$ cat config.mk
export PLATFORM = sky130hd
export DESIGN_NAME = pulse_flow_meter_totalizer
export DESIGN_NICKNAME = d
export VERILOG_FILES = /design/src/rtl/pfmt_pkg.sv /design/src/rtl/pfmt_div.sv /design/src/rtl/pulse_flow_meter_totalizer.sv
export VERILOG_INCLUDE_DIRS = /design/src /design/src/rtl
export SDC_FILE = /design/constraint.sdc
export NUM_CORES = 1
export LEC_CHECK = 0
export ABC_CLOCK_PERIOD_IN_PS = 6600
export BUFFER_PORTS_ARGS = -buffer_cell sky130_fd_sc_hd__clkbuf_2
export CAP_MARGIN = 20
export CELL_PAD_IN_SITES_DETAIL_PLACEMENT = 1
export CELL_PAD_IN_SITES_GLOBAL_PLACEMENT = 2
export CORE_MARGIN = 1
export CORE_UTILIZATION = 30
export DETAILED_ROUTE_END_ITERATION = 6
export HOLD_SLACK_MARGIN = 0.1
export PLACE_DENSITY_LB_ADDON = 0.1
export SLEW_MARGIN = 20
export SYNTH_ARGS = -nofsm -noshare
export SYNTH_HDL_FRONTEND = slang
export SYNTH_SLANG_ARGS = --single-unit
$ cat constraint.sdc
create_clock -name clk -period 6.6 [get_ports clk]
set_clock_uncertainty 0.1 [all_clocks]
set_input_delay 0.66 -clock clk [delete_from_list [all_inputs] [get_ports clk]]
set_output_delay 0.66 -clock clk [all_outputs]
set_load 0.005 [all_outputs]
$ cat src/rtl/pulse_flow_meter_totalizer_macros.svh
// Assertion macros for the flow meter block.
`ifndef PULSE_FLOW_METER_TOTALIZER_MACROS_SVH
`define PULSE_FLOW_METER_TOTALIZER_MACROS_SVH

// Same-cycle implication.
`define PFMT_ASSERT_NOW(label, ante, cons, msg) \
    label: assert property (@(posedge clk) disable iff (!rst_n) (ante) |-> (cons)) \
        else $error(msg);

// Next-cycle implication.
`define PFMT_ASSERT_NEXT(label, ante, cons, msg) \
    label: assert property (@(posedge clk) disable iff (!rst_n) (ante) |=> (cons)) \
        else $error(msg);

`endif

$ cat src/rtl/pfmt_pkg.sv
`default_nettype none

package pfmt_pkg;

    localparam int PERIOD_W = 16;
    localparam int TCLK_W   = 27;
    localparam int LIMIT_W  = 16;
    localparam int PPL_W    = 12;
    localparam int FLOW_W   = 16;
    localparam int TOTAL_W  = 30;
    localparam int CFG_W    = 27;
    localparam int ADDR_W   = 2;
    localparam int OUT_W    = 64;

    localparam int CAPTURE_BITS_DEF     = 16;
    localparam int TICKS_PER_MINUTE_DEF = 600;
    localparam int PPL_MAX              = 4095;

    localparam logic [TOTAL_W-1:0] TOTAL_MAX    = 30'd999999999;
    localparam logic [TCLK_W-1:0]  TCLK_RST     = 27'd1000000;
    localparam logic [LIMIT_W-1:0] HIGH_RST     = 16'd8000;
    localparam logic [LIMIT_W-1:0] LOW_RST      = 16'd800;
    localparam logic [PPL_W-1:0]   PPL_RST      = 12'd200;

    localparam logic FUNC_CAPTURE = 1'b0;
    localparam logic FUNC_TICK    = 1'b1;

    typedef enum logic [ADDR_W-1:0] {
        REG_TIMER_CLK = 2'd0,
        REG_HIGH_LIM  = 2'd1,
        REG_LOW_LIM   = 2'd2,
        REG_PPL       = 2'd3
    } cfg_reg_t;

    typedef struct packed {
        logic start;
    } div_ctl_t;

    typedef struct packed {
        logic busy;
        logic done;
    } div_sts_t;

endpackage

`default_nettype wire

$ cat src/rtl/pfmt_div.sv
`default_nettype none

// Restoring divider, one quotient bit per cycle.
module pfmt_div
    import pfmt_pkg::*;
#(
    parameter int DVD_W = 27,
    parameter int DVS_W = 22
) (
    input  wire logic             clk,
    input  wire logic             rst_n,
    input  wire div_ctl_t         ctl,
    input  wire logic [DVD_W-1:0] dividend,
    input  wire logic [DVS_W-1:0] divisor,
    output div_sts_t              sts,
    output logic      [DVD_W-1:0] quotient,
    output logic      [DVS_W-1:0] remainder
);

    localparam int CNT_W = $clog2(DVD_W + 1);

    logic [CNT_W-1:0] cnt_reg, cnt_next;
    logic             done_reg, done_next;
    logic [DVS_W-1:0] rem_reg, rem_next;
    logic [DVD_W-1:0] dq_reg, dq_next;

    logic [DVS_W:0]   trial;
    logic [DVS_W:0]   diff;
    logic             ge;

    always_comb
    begin
        trial = {rem_reg, dq_reg[DVD_W-1]};
        diff  = trial - {1'b0, divisor};
        ge    = (trial >= {1'b0, divisor});
        cnt_next  = cnt_reg;
        done_next = 1'b0;
        rem_next  = rem_reg;
        dq_next   = dq_reg;
        if (ctl.start)
        begin
            cnt_next = CNT_W'(DVD_W);
            rem_next = '0;
            dq_next  = dividend;
        end
        else if (cnt_reg != '0)
        begin
            cnt_next  = cnt_reg - 1'b1;
            done_next = (cnt_reg == CNT_W'(1));
            rem_next  = ge ? diff[DVS_W-1:0] : trial[DVS_W-1:0];
            dq_next   = {dq_reg[DVD_W-2:0], ge};
        end
    end

    always_ff @(posedge clk or negedge rst_n)
    begin
        if (!rst_n)
        begin
            cnt_reg  <= '0;
            done_reg <= 1'b0;
        end
        else
        begin
            cnt_reg  <= cnt_next;
            done_reg <= done_next;
        end
    end

    always_ff @(posedge clk)
    begin
        rem_reg <= rem_next;
        dq_reg  <= dq_next;
    end

    assign sts.busy  = (cnt_reg != '0);
    assign sts.done  = done_reg;
    assign quotient  = dq_reg;
    assign remainder = rem_reg;

endmodule

`default_nettype wire

$ cat src/rtl/pulse_flow_meter_totalizer.sv
// Pulse-period flow meter with a saturating litre totalizer. A beat with
// tuser = 0 carries a captured period: frequency = timer_clock_hz / period,
// clamped to high_limit_hz + 1 above the high limit (flow then equals the
// high limit, sensor_fault set) and flow forced to zero below the low limit;
// a zero period leaves all state unchanged. A beat with tuser = 1 is the
// 100 ms tick: flow is added to a fractional accumulator and whole litres,
// in units of TICKS_PER_MINUTE * pulses_per_lpm, move into the total, which
// stops at 999999999. Every input beat returns exactly one result beat that
// shows the state after it. A nonzero-period capture and a tick run through
// one shared restoring divider, one bit per cycle over the dividend width
// (27 bits at default parameters): an accepted beat passes S_START, which
// starts the divider, then S_DIV until the divider is done, then S_OUT,
// which loads the output register; the input is ready again in S_IDLE. A
// zero-period capture goes straight to S_OUT. The input is not ready while
// a beat is in progress; a finished result waits in the output register,
// and a later beat holds in its last state until that register is free.
`default_nettype none

`include "pulse_flow_meter_totalizer_macros.svh"

module pulse_flow_meter_totalizer
    import pfmt_pkg::*;
#(
    parameter int CAPTURE_BITS     = CAPTURE_BITS_DEF,
    parameter int TICKS_PER_MINUTE = TICKS_PER_MINUTE_DEF
) (
    input  wire logic              clk,
    input  wire logic              rst_n,
    input  wire logic              cfg_we,
    input  wire logic [ADDR_W-1:0] cfg_addr,
    input  wire logic [CFG_W-1:0]  cfg_wdata,
    input  wire logic              s_axis_tvalid,
    output logic                   s_axis_tready,
    input  wire logic [15:0]       s_axis_tdata,  // period_count[15:0]
    input  wire logic [0:0]        s_axis_tuser,  // func[0]
    output logic                   m_axis_tvalid,
    input  wire logic              m_axis_tready,
    output logic [OUT_W-1:0]       m_axis_tdata,  // freq_hz[15:0], flow_units[31:16],
                                                  // total_liters[61:32], zero[63:62]
    output logic [0:0]             m_axis_tuser   // sensor_fault[0]
);

    localparam int CAP_EFF = (CAPTURE_BITS < PERIOD_W) ? CAPTURE_BITS : PERIOD_W;
    localparam logic [PERIOD_W-1:0] CAP_MASK = PERIOD_W'((64'd1 << CAP_EFF) - 64'd1);
    localparam int UMAX   = TICKS_PER_MINUTE * PPL_MAX;
    localparam int UNIT_W = $clog2(UMAX + 1);
    localparam int FRAC_W = $clog2(UMAX + 65535);
    localparam int DVD_W  = (TCLK_W > FRAC_W) ? TCLK_W : FRAC_W;
    localparam int DVS_W  = (PERIOD_W > UNIT_W) ? PERIOD_W : UNIT_W;
    localparam int SUM_W  = ((DVD_W > TOTAL_W) ? DVD_W : TOTAL_W) + 1;

    typedef enum logic [2:0] {
        S_IDLE,
        S_START,
        S_DIV,
        S_OUT
    } state_t;

    state_t             state_reg;
    logic               func_reg;
    logic [DVD_W-1:0]   dvd_reg;
    logic [DVS_W-1:0]   dvs_reg;

    logic [TCLK_W-1:0]  tclk_reg;
    logic [LIMIT_W-1:0] high_reg;
    logic [LIMIT_W-1:0] low_reg;
    logic [PPL_W-1:0]   ppl_reg;

    logic [LIMIT_W-1:0] freq_reg;
    logic [FLOW_W-1:0]  flow_reg;
    logic [FRAC_W-1:0]  frac_reg;
    logic [TOTAL_W-1:0] total_reg;

    logic               m_valid_reg;
    logic [OUT_W-1:0]   m_data_reg;
    logic               m_fault_reg;

    div_ctl_t           div_ctl;
    div_sts_t           div_sts;
    logic [DVD_W-1:0]   quotient;
    logic [DVS_W-1:0]   remainder;

    logic [PERIOD_W-1:0] period;
    logic [PPL_W-1:0]    ppl_eff;
    logic [UNIT_W-1:0]   unit_val;
    logic [FRAC_W-1:0]   frac_sum;
    logic                over_high;
    logic [LIMIT_W-1:0]  clamp_freq;
    logic [LIMIT_W-1:0]  freq_new;
    logic [FLOW_W-1:0]   flow_pre;
    logic [FLOW_W-1:0]   flow_new;
    logic [SUM_W-1:0]    total_sum;
    logic [TOTAL_W-1:0]  total_new;
    logic                s_fire;

    assign s_axis_tready = (state_reg == S_IDLE);
    assign s_fire        = s_axis_tvalid && s_axis_tready;
    assign div_ctl.start = (state_reg == S_START);

    pfmt_div #(
        .DVD_W (DVD_W),
        .DVS_W (DVS_W)
    ) u_div (
        .clk       (clk),
        .rst_n     (rst_n),
        .ctl       (div_ctl),
        .dividend  (dvd_reg),
        .divisor   (dvs_reg),
        .sts       (div_sts),
        .quotient  (quotient),
        .remainder (remainder)
    );

    always_comb
    begin
        period     = s_axis_tdata & CAP_MASK;
        ppl_eff    = (ppl_reg == '0) ? PPL_W'(1) : ppl_reg;
        unit_val   = UNIT_W'(TICKS_PER_MINUTE) * UNIT_W'(ppl_eff);
        frac_sum   = frac_reg + FRAC_W'(flow_reg);
        over_high  = (quotient > DVD_W'(high_reg));
        clamp_freq = (high_reg == '1) ? high_reg : high_reg + 1'b1;
        freq_new   = over_high ? clamp_freq : quotient[LIMIT_W-1:0];
        flow_pre   = over_high ? high_reg : quotient[FLOW_W-1:0];
        flow_new   = (freq_new < low_reg) ? '0 : flow_pre;
        total_sum  = SUM_W'(total_reg) + SUM_W'(quotient);
        total_new  = (total_sum > SUM_W'(TOTAL_MAX)) ? TOTAL_MAX : total_sum[TOTAL_W-1:0];
    end

    always_ff @(posedge clk or negedge rst_n)
    begin
        if (!rst_n)
        begin
            tclk_reg <= TCLK_RST;
            high_reg <= HIGH_RST;
            low_reg  <= LOW_RST;
            ppl_reg  <= PPL_RST;
        end
        else if (cfg_we)
        begin
            unique case (cfg_reg_t'(cfg_addr))
                REG_TIMER_CLK: tclk_reg <= cfg_wdata[TCLK_W-1:0];
                REG_HIGH_LIM:  high_reg <= cfg_wdata[LIMIT_W-1:0];
                REG_LOW_LIM:   low_reg  <= cfg_wdata[LIMIT_W-1:0];
                REG_PPL:       ppl_reg  <= cfg_wdata[PPL_W-1:0];
                default:       ;
            endcase
        end
    end

    always_ff @(posedge clk or negedge rst_n)
    begin
        if (!rst_n)
        begin
            state_reg   <= S_IDLE;
            func_reg    <= FUNC_CAPTURE;
            dvd_reg     <= '0;
            dvs_reg     <= '0;
            freq_reg    <= '0;
            flow_reg    <= '0;
            frac_reg    <= '0;
            total_reg   <= '0;
            m_valid_reg <= 1'b0;
            m_data_reg  <= '0;
            m_fault_reg <= 1'b0;
        end
        else
        begin
            if (m_valid_reg && m_axis_tready && state_reg != S_OUT)
            begin
                m_valid_reg <= 1'b0;
            end
            unique case (state_reg)
                S_IDLE:
                begin
                    if (s_fire)
                    begin
                        func_reg <= s_axis_tuser[0];
                        if (s_axis_tuser[0] == FUNC_TICK)
                        begin
                            dvd_reg   <= DVD_W'(frac_sum);
                            dvs_reg   <= DVS_W'(unit_val);
                            state_reg <= S_START;
                        end
                        else if (period == '0)
                        begin
                            state_reg <= S_OUT;
                        end
                        else
                        begin
                            dvd_reg   <= DVD_W'(tclk_reg);
                            dvs_reg   <= DVS_W'(period);
                            state_reg <= S_START;
                        end
                    end
                end
                S_START:
                begin
                    state_reg <= S_DIV;
                end
                S_DIV:
                begin
                    if (div_sts.done)
                    begin
                        if (func_reg == FUNC_TICK)
                        begin
                            frac_reg  <= remainder[FRAC_W-1:0];
                            total_reg <= total_new;
                        end
                        else
                        begin
                            freq_reg <= freq_new;
                            flow_reg <= flow_new;
                        end
                        state_reg <= S_OUT;
                    end
                end
                S_OUT:
                begin
                    if (!m_valid_reg || m_axis_tready)
                    begin
                        m_valid_reg <= 1'b1;
                        m_data_reg  <= {2'b00, total_reg, flow_reg, freq_reg};
                        m_fault_reg <= (freq_reg > high_reg);
                        state_reg   <= S_IDLE;
                    end
                end
                default:
                begin
                    state_reg <= S_IDLE;
                end
            endcase
        end
    end

    assign m_axis_tvalid   = m_valid_reg;
    assign m_axis_tdata    = m_data_reg;
    assign m_axis_tuser[0] = m_fault_reg;

    `PFMT_ASSERT_NOW(a_total_sat, 1'b1, total_reg <= TOTAL_MAX, "total above saturation limit")
    `PFMT_ASSERT_NOW(a_ready_div_idle, s_axis_tready, !div_sts.busy && !div_sts.done,
        "input ready while divider active")
    `PFMT_ASSERT_NEXT(a_accept_busy, s_fire, !s_axis_tready, "ready right after accepted beat")
    `PFMT_ASSERT_NOW(a_done_in_div, div_sts.done, state_reg == S_DIV,
        "divider done outside divide state")

endmodule

`default_nettype wire
# Word-level counts from Yosys, hierarchy flattened
# Cells that the tools add are included.
[classes]
n_mul = 1
n_eq_ne = 13
add_sub_neg = 5
n_bitwise = 1
magnitude_cmp = 5
mux = 26
reduce_logical = 21
[op_table]
columns = ["cell", "count"]
rows = [
  ["two-way mux 27 bit", 4],
  ["two-way mux 22 bit", 3],
  ["two-way mux 16 bit", 4],
  ["adder 30 x 27 -> 31 bit", 1],
  ["greater-than comparator 31 x 30 -> 1 bit, second input constant", 1],
  ["two-way mux 30 bit", 1],
  ["greater-than comparator 27 x 16 -> 1 bit", 1],
  ["greater-or-equal comparator 23 x 22 -> 1 bit", 1],
  ["adder 22 x 16 -> 22 bit", 1],
  ["subtractor 22 bit", 1],
  ["multiplier 7 x 12 -> 19 bit, first input constant", 1],
  ["adder 16 x 1 -> 16 bit, second input constant", 1],
  ["equality test 16 bit, second input constant", 1],
  ["greater-than comparator 16 bit", 1],
  ["zero test 16 bit", 1],
  ["less-than comparator 16 bit", 1],
  ["zero test 12 bit", 1],
  ["two-way mux 12 bit", 1],
  ["case mux 3 bit (4 select lines)", 1],
  ["AND reduction 2 bit", 6],
  ["AND reduction 3 bit", 4],
  ["two-way mux 5 bit", 2],
  ["two-way mux 3 bit", 3],
  ["equality test 3 x 2 -> 1 bit, second input constant", 2],
  ["18 further kinds", 28],
]
[totals]
regBits = 327
wordCells = 91
output_inout_bits = 67

# Depth between registers and ports, before layout
# Gate-level depths: netlist (run 1).
[depth]
ltp_word = 5
depth_mapped = 24

# Cells and area by module
# A second synthesis (run 1) with hierarchy kept.
[unflattened]
hier_cells = 2061
area_unflattened_um2 = 20400.8
[by_module_without_submodules]
columns = ["module", "n_inst", "area_each_um2", "cells_per_inst", "seq_area_each_um2"]
rows = [
  ["pulse_flow_meter_totalizer", 1, 16602.2, 1662, 6805.3],
  ["pfmt_div", 1, 3798.6, 399, 1401.3],
]

# Worst setup path before layout (run 1)
# Ideal clock, no wire load.
[synth_timing]
path_kind = "register to register"
from = "reg high_reg[8]"
to = "reg flow_reg[10]"
setup_slack_ns = 2.051
arrival_time_ns = 4.307
n_path_buf = 3
synth_period_minus_slack_ns = 4.549
setup_ns = 0.142
required_ns = 6.358
stages_incl_launch_ff = 24
path_cell_list = "dfstp_2 > inv_1 > ha_1 > a21o_1 > a21o_1 > a21oi_1 > o211ai_1 > a221o_1 > a21oi_1 > clkbuf_1 > clkbuf_1 > o21ai_0 > ha_1 > a21o_1 > a21oi_1 > nor2b_1 > o21ai_0 > nand2b_1 > a21oi_1 > nor2b_1 > o21ai_0 > o311a_1 > buf_2 > a211oi_1"
[synth_between]
elab_chain_len = 5
word_cells_on_any_way = 8
cone_classes = "add/sub: 1; order compare: 2; eq/ne: 1; mux: 4"
[synth_rtl]
columns = ["item", "line", "rtl"]
rows = [
  ["start: declaration", "pulse_flow_meter_totalizer.sv:65", "logic [LIMIT_W-1:0] high_reg;"],
  ["start signal: assignment", "pulse_flow_meter_totalizer.sv:142", "REG_HIGH_LIM: high_reg <= cfg_wdata[LIMIT_W-1:0];"],
  ["adder 16 x 1 -> 16 bit / equality test 16 bit (equally long branches)", "pulse_flow_meter_totalizer.sv:121", "clamp_freq = (high_reg == '1) ? high_reg : high_reg + 1'b1;"],
  ["two-way mux 16 bit", "pulse_flow_meter_totalizer.sv:121", ""],
  ["two-way mux 16 bit (*)", "pulse_flow_meter_totalizer.sv:122", "freq_new = over_high ? clamp_freq : quotient[LIMIT_W-1:0];"],
  ["via freq_new[9]", "pulse_flow_meter_totalizer.sv:89", "logic [LIMIT_W-1:0] freq_new;"],
  ["less-than comparator 16 bit (*)", "pulse_flow_meter_totalizer.sv:124", "flow_new = (freq_new < low_reg) ? '0 : flow_pre;"],
  ["two-way mux 16 bit (*)", "pulse_flow_meter_totalizer.sv:124", ""],
  ["end signal: assignment", "pulse_flow_meter_totalizer.sv:212", "flow_reg <= flow_new;"],
  ["end: declaration", "pulse_flow_meter_totalizer.sv:70", "logic [FLOW_W-1:0] flow_reg;"],
]
# The timed path passes the listed nets; every way through them passes the cells marked *.
# A chain may end at the register's enable or synchronous reset.

# Final worst setup path (run 1)
[layout_timing]
from = "reg high_reg[8]"
to = "reg flow_reg[4]"
# Same word-level chain as after synthesis.

==> summary.txt, run 1 <==
RSZ-0062 raised after global routing - false
Post-place instance area - 21800 sq um
Top Usage Layer GRT - met2
Setup TNS - 0 ns
Met2 Use GR - 0.3137
Critical-path top delay cell - o311a_1
Asr flop ratio synth - 0.8497
Die area - 68940 sq um
Max-capacitance violation count - 0
Longest Clk Path Bufs - 3
Fmax - 194.2 MHz
PwrDens - 447.7 nW/um^2
CP Launch Point - high_reg[8]
Worst Setup Start Kind - flip-flop
Via/cell ratio - 5.045
DR WL/cell - 21.15 um
Die width - 262.6 um
Peak VDD IR - 0.2631 mV
Post-DRT Antenna Nets - 0
Crit share post-route - 0.7800
Fin area - 23200 sq um
P&R area growth vs syn - 13.91%
Final Wtd Congestion - 0.8196
Routed wire length - 64220 um
NumNets Final - 2367
TritonCTS buffer count - 42
Die Ht - 262.6 um
I/O pin count - 118
Worst R2R End - flow_reg[4]
R2R depth - 21
Slew @ Worst Pin - 1.031 ns
GRT Resource Usage Total - 0.1889
Register Area - 8207 sq um
Total grt overflow - 0
CP Class - flip-flop to flip-flop
Overall power - 10.39 mW
Via count - 15320
Clock Root Buffer - clkbuf_16
Worst path depth - 21
CP Data Arrival Time - 5.47 ns
CP Capture Type - flip-flop
EDFF count, synth - 27
Number of flip-flops under the largest register name - 62
Number of global-route vias before repair - 16290
Min-Delay Path Depth - 2
Layout cells sized above 1 - 0.2034
Number of setup buffers added after CTS - 0
Initial antenna violation count - 2
Top cells by area, synth - dfrtp_1 32%, ha_1 10%, mux2_2 9.0%
CTS tree - done
Drt pass-1 iters - 4
Worst rel slew slack - 0.3105
Synth Register Bits - 326
Post-Synthesis Cells - 2042
Latest clock arrival within the worst-skew pair - 0.57 ns
Hold Path Sink - tclk_reg[23]
Critical Path Fanout Max - 30
Fillers - 7591
Final HPWL DP - 49330 um
Core area - 67160 sq um
Crit-path cells - inv_1 > ha_1 > a21o_1 > a21o_1 > a21oi_1 > o211ai_1 > a221o_1 > a21oi_4 > buf_4 > o21ai_0 > ha_1 > a21o_1 > a21oi_1 > nor2b_1 > o21ai_0 > nand2b_1 > a21oi_1 > nor2b_1 > o21ai_0 > o311a_1 > a211oi_1
Largest net degree at the start of global routing - 159
YS warnings - 0
Crit path max-delay family - compound AO/OA/AOI/OAI gates
Top_reg_cell synth - dfrtp_1
IO buf count - 115
Static Leakage - 11.08 nW
Top cell type's share of synthesized area - 0.3170
WP buf/inv - 2
Post-layout minimum cycle time - 5.148 ns
Setup slack, reg-to-reg - 1.45 ns
Reg2reg start - high_reg[8]
Final Hold Fails - 0
Worst-path clk slew - 0.06 ns
Status - complete, no violations
# DRC - 0
Syn Area/Cell - 9.975 sq um
First-pass GRT wire length - 100500 um
# hold bufs at CTS - 1
Biggest cell delay along the critical path - 0.66 ns
Multi-input logic area - 11300 sq um
Post-cts sizing count - 0
Sink Count - 326
Initial Util - 0.3033
Worst Min Path Start - cfg_wdata[23]
Met3 usage - 0.01930
Max Slew Vio Count - 0
Worst path required time - 6.92 ns
Row count - 95
H-Tree Depth - 2
Mapped cell area - 20370 sq um
Register area share after synthesis - 0.4029
Post-synth cell types - 97
Area leader, netlist - dfrtp_1
1st-iter DRT viols - 650
Met1 usage - 0.2603
Hold WC Path Type - primary input to flip-flop
Final setup viols - 0
[report_power, final]
part | switching [mW] | total (mW) | internal (mW) | leakage [nW]
clock | 0.919 | 2.30 | 1.39 | 0.685
sequential | 0.566 | 3.13 | 2.56 | 4.10
combinational | 2.81 | 4.95 | 2.14 | 6.30
[layer usage]
metal | up-vias | part of all wire
met5 | - | 0
met4 | 0 | 0.023
met3 | 73 | 0.021
met2 | 165 | 0.47
met1 | 7646 | 0.49
li1 | 7439 | -
[cells in the mapped netlist, types with 5 or more instances]
cell and number:
dfrtp_1 258, nand2_1 233, ha_1 167, mux2_2 163, nor2_1 143, o21ai_0 122, inv_1 114, a21oi_1 89
clkbuf_1 66, xnor2_1 51, mux2i_1 47, a21o_1 43, nand3_1 41, xor2_1 38, a211oi_1 33, edfxtp_1 27
nand2b_1 23, nor3_1 23, a31oi_1 22, dfxtp_1 22, o21a_1 21, nand4_1 20, dfstp_2 19, fa_1 18
nor2b_1 15, or3_1 14, and3_1 11, nor4_1 11, o211ai_1 11, buf_2 10, or2_2 10, a31oi_4 9
and2_1 8, nand3b_1 8, o31ai_1 8, nor3b_1 7, o21bai_1 7, buf_1 6, clkbuf_8 6, a311oi_1 5
[cell families (layout without fill, tap and decap cells)]
family	count (synthesis)	in the layout	share of synthesized area
AND/OR/NAND/NOR	586	586	0.1334
AO/OA/AOI/OAI	435	435	0.1471
flip-flops	326	326	0.4029
multiplexers	210	210	0.1132
buffers and inverters	210	330	0.04466
adder cells (fa/ha/maj)	185	185	0.1203
XOR/XNOR	89	89	0.03827
other	1	3	0.0001841
[final cells by class]
cell class / count / area share
tap: 873 / 0.04708
timing repair buffer: 139 / 0.03365
sequential: 326 / 0.3537
multi-input combinational: 1507 / 0.4872
clock inverter: 16 / 0.006148
antenna: 1 / 0.0001079
inverter: 115 / 0.01861
clock buffer: 60 / 0.05350
[placed cells by master, fill, tap and decap left out, drive strengths merged, types with 47 or more instances in the layout]
cell type and count:
nand2 233, nor2 143, mux2 163, dfrtp 258
ha 167, mux2i 47, clkbuf 174, a21oi 91
xnor2 51, inv 115, o21ai 124
[how the worst max path moves through the flow]
stage | end
after floorplan | flow_reg[10]
after detailed placement | flow_reg[6]
after global routing | flow_reg[4]
final | flow_reg[4]
after CTS | flow_reg[4]
after global placement | flow_reg[10]
[stage by stage]
stage                     hold WS [ns]  cells  worst slack, ns    util
after floorplan                 0.2644   2043            2.051       -
after global placement          0.3607   2959            1.560  0.3247
after detailed placement        0.3703   2959            1.468  0.3247
after CTS                       0.2018   3036            1.428  0.3454
after global routing            0.2289   3036            1.019  0.3454
final                           0.2410   3037            1.452  0.3455
(Power assumes the default switching activity.)
==> run 2: changes to the inputs <==
--- a/config.mk
+++ b/config.mk
@@ -6,7 +6,7 @@
 export SDC_FILE = /design/constraint.sdc
 export NUM_CORES = 1
 export LEC_CHECK = 0
-export ABC_CLOCK_PERIOD_IN_PS = 6600
+export ABC_CLOCK_PERIOD_IN_PS = 5070
 export BUFFER_PORTS_ARGS = -buffer_cell sky130_fd_sc_hd__clkbuf_2
 export CAP_MARGIN = 20
 export CELL_PAD_IN_SITES_DETAIL_PLACEMENT = 1
==> constraint.sdc (replaced) <==
create_clock -name clk -period 5.07 [get_ports clk]
set_clock_uncertainty 0.1 [all_clocks]
set_input_delay 0.507 -clock clk [delete_from_list [all_inputs] [get_ports clk]]
set_output_delay 0.507 -clock clk [all_outputs]
set_load 0.005 [all_outputs]
==> summary.txt, run 2 (synthesis results as in run 1) <==
Status - complete, no violations
Setup slack, reg-to-reg - 0.34 ns
Routed wire length - 66190 um
Row count - 95
Hold WC Path Type - primary input to flip-flop
Fmax - 211.3 MHz
Die Ht - 262.6 um
Final setup viols - 0
Setup TNS - 0 ns
H-Tree Depth - 2
Latest clock arrival within the worst-skew pair - 0.57 ns
Initial antenna violation count - 3
Worst Setup Start Kind - flip-flop
Commonest non-fill, non-tap cells in the layout - 258 x dfrtp_1, 232 x nand2_1, 166 x ha_1
PwrDens - 574.8 nW/um^2
Max Slew Vio Count - 0
CP Data Arrival Time - 5.04 ns
Initial Util - 0.3033
Layout cells sized above 1 - 0.2068
Die width - 262.6 um
Reg2reg start - high_reg[8]
Worst R2R End - flow_reg[10]
Drt pass-1 iters - 5
DR WL/cell - 21.53 um
Core area - 67160 sq um
Worst Min Path Start - cfg_wdata[13]
Total grt overflow - 0
CP Capture Type - flip-flop
CTS tree - done
Final Hold Fails - 0
Static Leakage - 11.23 nW
Final HPWL DP - 51190 um
Longest Clk Path Bufs - 3
Worst path required time - 5.38 ns
Clock Root Buffer - clkbuf_16
First-pass GRT wire length - 103400 um
R2R depth - 19
NumNets Final - 2403
1st-iter DRT viols - 707
Worst-path clk slew - 0.06 ns
Hold Path Sink - high_reg[13]
Fin area - 23510 sq um
Post-place instance area - 21980 sq um
Via count - 15590
Number of flip-flops under the largest register name - 62
I/O pin count - 118
TritonCTS buffer count - 41
Final Wtd Congestion - 0.8275
Sink Count - 326
Placed cell count - 2979
Crit share post-route - 0.9335
Peak VDD IR - 0.2926 mV
P&R area growth vs syn - 15.43%
GRT Resource Usage Total - 0.1939
Post-layout minimum cycle time - 4.733 ns
Non-Filler Instances - 3074
CP Class - flip-flop to flip-flop
Number of global-route vias before repair - 16620
Post-DRT Antenna Nets - 0
Via/cell ratio - 5.073
RSZ-0062 raised after global routing - false
Slew @ Worst Pin - 1.051 ns
Min-Delay Path Depth - 2
# DRC - 0
Commonest non-fill, non-tap cell in the layout - dfrtp_1
Worst rel slew slack - 0.2975
Fillers - 7584
Critical Path Fanout Max - 46
Largest net degree at the start of global routing - 109
Die area - 68940 sq um
Max-capacitance violation count - 0
IO buf count - 115
[run 2: cell types whose count changed in the layout (fill, tap and decap cells not counted), moves of 2 or more]
cell	before	now
buf_4	22	42
clkinv_2	10	5
buf_12	1	3
dlygate4sd3_1	1	15
clkbuf_1	8	15
[run 2: final cells by class]
type / count / area, sq um / share of cell area
diodes: 1 / 2.502 / 0.0001064
clock buffers: 66 / 1254 / 0.05332
clock inverters: 10 / 82.58 / 0.003512
inverters: 115 / 431.7 / 0.01836
multi-input cells: 1507 / 11300 / 0.4808
flip-flops and latches: 326 / 8207 / 0.3491
well taps: 873 / 1092 / 0.04646
repair buffers: 176 / 1139 / 0.04843
[run 2: stage by stage]
stage          hold slack (ns)  power (mW)  utilization  setup slack, ns
3_3_place_gp            0.3580       10.59       0.3273           0.3850
6_report                0.1379       13.51       0.3501           0.3374
4_1_cts                 0.1116       13.74       0.3494           0.2286
5_1_grt                 0.1164       14.66       0.3501          0.04653
2_1_floorplan           0.1114       8.562            -           0.5212
3_5_place_dp            0.3696       10.70       0.3273           0.2335
[run 2: worst max-delay path, stage by stage (launching register included)]
cell       delay, ns
dfstp_2         0.55
inv_1           0.13
ha_1            0.35
a21o_1          0.18
a21o_1          0.17
a21oi_1         0.14
o211ai_1        0.10
a221o_1         0.40
a21oi_4         0.27
buf_12          0.25
mux2_2          0.38
ha_1            0.30
nand4_1         0.10
nor2_1          0.07
nand3_1         0.10
nor2_1          0.05
a2111oi_0       0.39
o311a_1         0.29
buf_12          0.17
a211oi_1        0.06
[run 2: power by group]
| part | internal, mW | switching, mW | leakage (nW) |
|---|---|---|---|
| clock | 1.74 | 1.18 | 0.650 |
| sequential | 3.34 | 0.712 | 4.10 |
| combinational | 2.85 | 3.69 | 6.49 |
[run 2: worst max-delay path by stage]
stage / start / to / cells past startpoint
4_1_cts: high_reg[8] / flow_reg[6] / 19
3_5_place_dp: high_reg[8] / flow_reg[6] / 19
6_report: high_reg[8] / flow_reg[10] / 19
2_1_floorplan: high_reg[8] / flow_reg[10] / 23
3_3_place_gp: high_reg[8] / flow_reg[10] / 19
5_1_grt: high_reg[8] / flow_reg[10] / 20
[run 2: timing repair]
action | CTS | global route
gates resized for setup | 0 | 0
buffers inserted | 0 | 2
endpoints found under the setup margin | 0 | 7
hold buffers | 15 | 0
hold endpoints to repair | 117 | 0
[run 2: per-layer routing]
| layer | share of wire | track usage | vias to the layer above | wire [um] |
|---|---|---|---|---|
| met5 | 0 | 0 | - | 0 |
| met4 | 0.016 | 0.03768 | 0 | 1064 |
| met3 | 0.030 | 0.02146 | 64 | 1982 |
| met2 | 0.48 | 0.3280 | 207 | 31650 |
| met1 | 0.48 | 0.2669 | 7811 | 31490 |
| li1 | - | - | 7511 | - |
==> run 3: changes to the inputs <==
--- a/config.mk
+++ b/config.mk
@@ -11,11 +11,13 @@
 export CAP_MARGIN = 20
 export CELL_PAD_IN_SITES_DETAIL_PLACEMENT = 1
 export CELL_PAD_IN_SITES_GLOBAL_PLACEMENT = 2
+export CORE_ASPECT_RATIO = 1.75
 export CORE_MARGIN = 1
 export CORE_UTILIZATION = 30
 export DETAILED_ROUTE_END_ITERATION = 6
 export HOLD_SLACK_MARGIN = 0.1
 export PLACE_DENSITY_LB_ADDON = 0.1
+export RECOVER_POWER = 25
 export SLEW_MARGIN = 20
 export SYNTH_ARGS = -nofsm -noshare
 export SYNTH_HDL_FRONTEND = slang
==> summary.txt, run 3 (synthesis results as in run 1) <==
Status - finished with violations
Failing checks - max-capacitance violations, max-slew violations
Worst Setup Start Kind - flip-flop
Worst path required time - 5.39 ns
Static Leakage - 11.21 nW
Placed cell count - 3011
Final hold slack - 0.1610 ns
Layout Utilization - 0.3482
CP Data Arrival Time - 5.20 ns
Critical Path Fanout Max - 16
# DRC - 0
H-Tree Depth - 2
Peak VDD IR - 0.4429 mV
PwrDens - 580.5 nW/um^2
CP Launch Point - high_reg[8]
R2R depth - 18
Worst-path clk slew - 0.06 ns
First-pass GRT wire length - 105800 um
Worst rel slew slack - -0.6525
Hold WC Path Type - primary input to flip-flop
IO buf count - 115
Reg2reg start - high_reg[8]
RSZ-0062 raised after global routing - false
Fmax - 205.0 MHz
# diodes - 0
Sink Count - 326
Worst Setup EP - flow_reg[1]
Die area - 68980 sq um
Post-layout minimum cycle time - 4.877 ns
Setup ws final - 0.1926 ns
P&R area growth vs syn - 15.08%
Max Slew Vio Count - 118
Via count - 15630
Final Hold Fails - 0
Drt pass-1 iters - 4
Final Wtd Congestion - 0.8764
Fin area - 23440 sq um
Commonest non-fill, non-tap cell in the layout - dfrtp_1
NumNets Final - 2404
Slew @ Worst Pin - 2.479 ns
Final setup viols - 0
Post-DRT Antenna Nets - 0
Layout cells sized above 1 - 0.2080
CP Capture Type - flip-flop
Longest Clk Path Bufs - 3
Total grt overflow - 0
CP Class - flip-flop to flip-flop
Overall power - 13.61 mW
Die Ht - 346.7 um
Core area - 67320 sq um
GRT Resource Usage Total - 0.2048
I/O pin count - 118
Die width - 199.0 um
Worst R2R End - flow_reg[1]
1st-iter DRT viols - 483
Via/cell ratio - 5.054
Row count - 126
Setup TNS - 0 ns
Non-Filler Instances - 3093
Crit share post-route - 0.9620
Number of global-route vias before repair - 17200
Min-Delay Path Depth - 2
DR WL/cell - 22.10 um
Largest net degree at the start of global routing - 123
Pre-CTS WS - 0.06373 ns
Setup slack, reg-to-reg - 0.19 ns
TritonCTS buffer count - 37
Latest clock arrival within the worst-skew pair - 0.58 ns
Fillers - 7650
Max-capacitance violation count - 2
Post-place instance area - 22060 sq um
CTS tree - done
Clock Root Buffer - clkbuf_16
Initial Util - 0.3026
Number of flip-flops under the largest register name - 62
Initial antenna violation count - 0
Final HPWL DP - 54850 um
Worst Min Path Start - cfg_wdata[14]
Routed wire length - 68370 um
Commonest non-fill, non-tap cells in the layout - 258 x dfrtp_1, 232 x nand2_1, 166 x ha_1
==> run 3: cell types whose count changed in the layout (fill, tap and decap cells not counted), sizes merged <==
cell | before | now
clkbuf | 180 | 168
clkinvlp | 2 | 0
diode | 1 | 0
a21oi | 91 | 92
dlygate4sd3 | 15 | 12
inv | 115 | 117
buf | 47 | 51
clkinv | 7 | 12
bufinv | 1 | 3
==> run 3: per-layer routing <==
metal | global-route usage | up-vias | wire length (um)
met5 | 0 | - | 0
met4 | 0.08681 | 0 | 3194
met3 | 0.01962 | 105 | 1504
met2 | 0.4020 | 204 | 38130
met1 | 0.2158 | 7812 | 25540
li1 | - | 7512 | -
==> run 3: final cells by class <==
type	count	area, sq um	area share
clock buffer	51	1070	0.04564
clock inverter	17	193.9	0.008274
inverter	115	431.7	0.01842
multi-input combinational	1508	11310	0.4824
sequential	326	8207	0.3501
tap	896	1121	0.04783
timing repair buffer	180	1109	0.04729
==> run 3: worst min path at each step <==
stage / endpoint / slack, ns
2_1_floorplan: dvd_reg[0] / 0.11
3_3_place_gp: dvd_reg[22] / 0.36
3_5_place_dp: dvd_reg[22] / 0.37
4_1_cts: low_reg[14] / 0.13
5_1_grt: low_reg[14] / 0.14
6_report: low_reg[14] / 0.16
==> run 3: critical path, stage by stage (launching register included) <==
cell and delay [ns]:
dfstp_2 0.56, inv_1 0.12, ha_1 0.34, a21o_1 0.18, a21o_1 0.17, a21oi_1 0.16
o211ai_1 0.12, a221o_1 0.46, a21oi_4 0.23, buf_4 0.21, mux2_2 0.37, ha_1 0.29
and4_1 0.22, a21oi_1 0.14, nand2_1 0.07, a2111oi_1 0.41, o311a_1 0.32, buf_12 0.17
a311oi_1 0.06
==> run 3: timing repair <==
| item | CTS | global route |
|---|---|---|
| buffers inserted | 0 | 1 |
| gates resized for setup | 0 | 1 |
| hold buffers | 12 | 0 |
| endpoints found under the hold margin | 94 | 0 |
| setup endpoints to repair | 0 | 16 |
==> run 3: report_power, final <==
group          switching [mW]  leakage (nW)  total [mW]  internal [mW]
clock                    1.18         0.624        2.82           1.65
sequential              0.669          4.10        4.01           3.34
combinational            3.89          6.49        6.78           2.89
total                    5.73          11.2        13.6           7.87
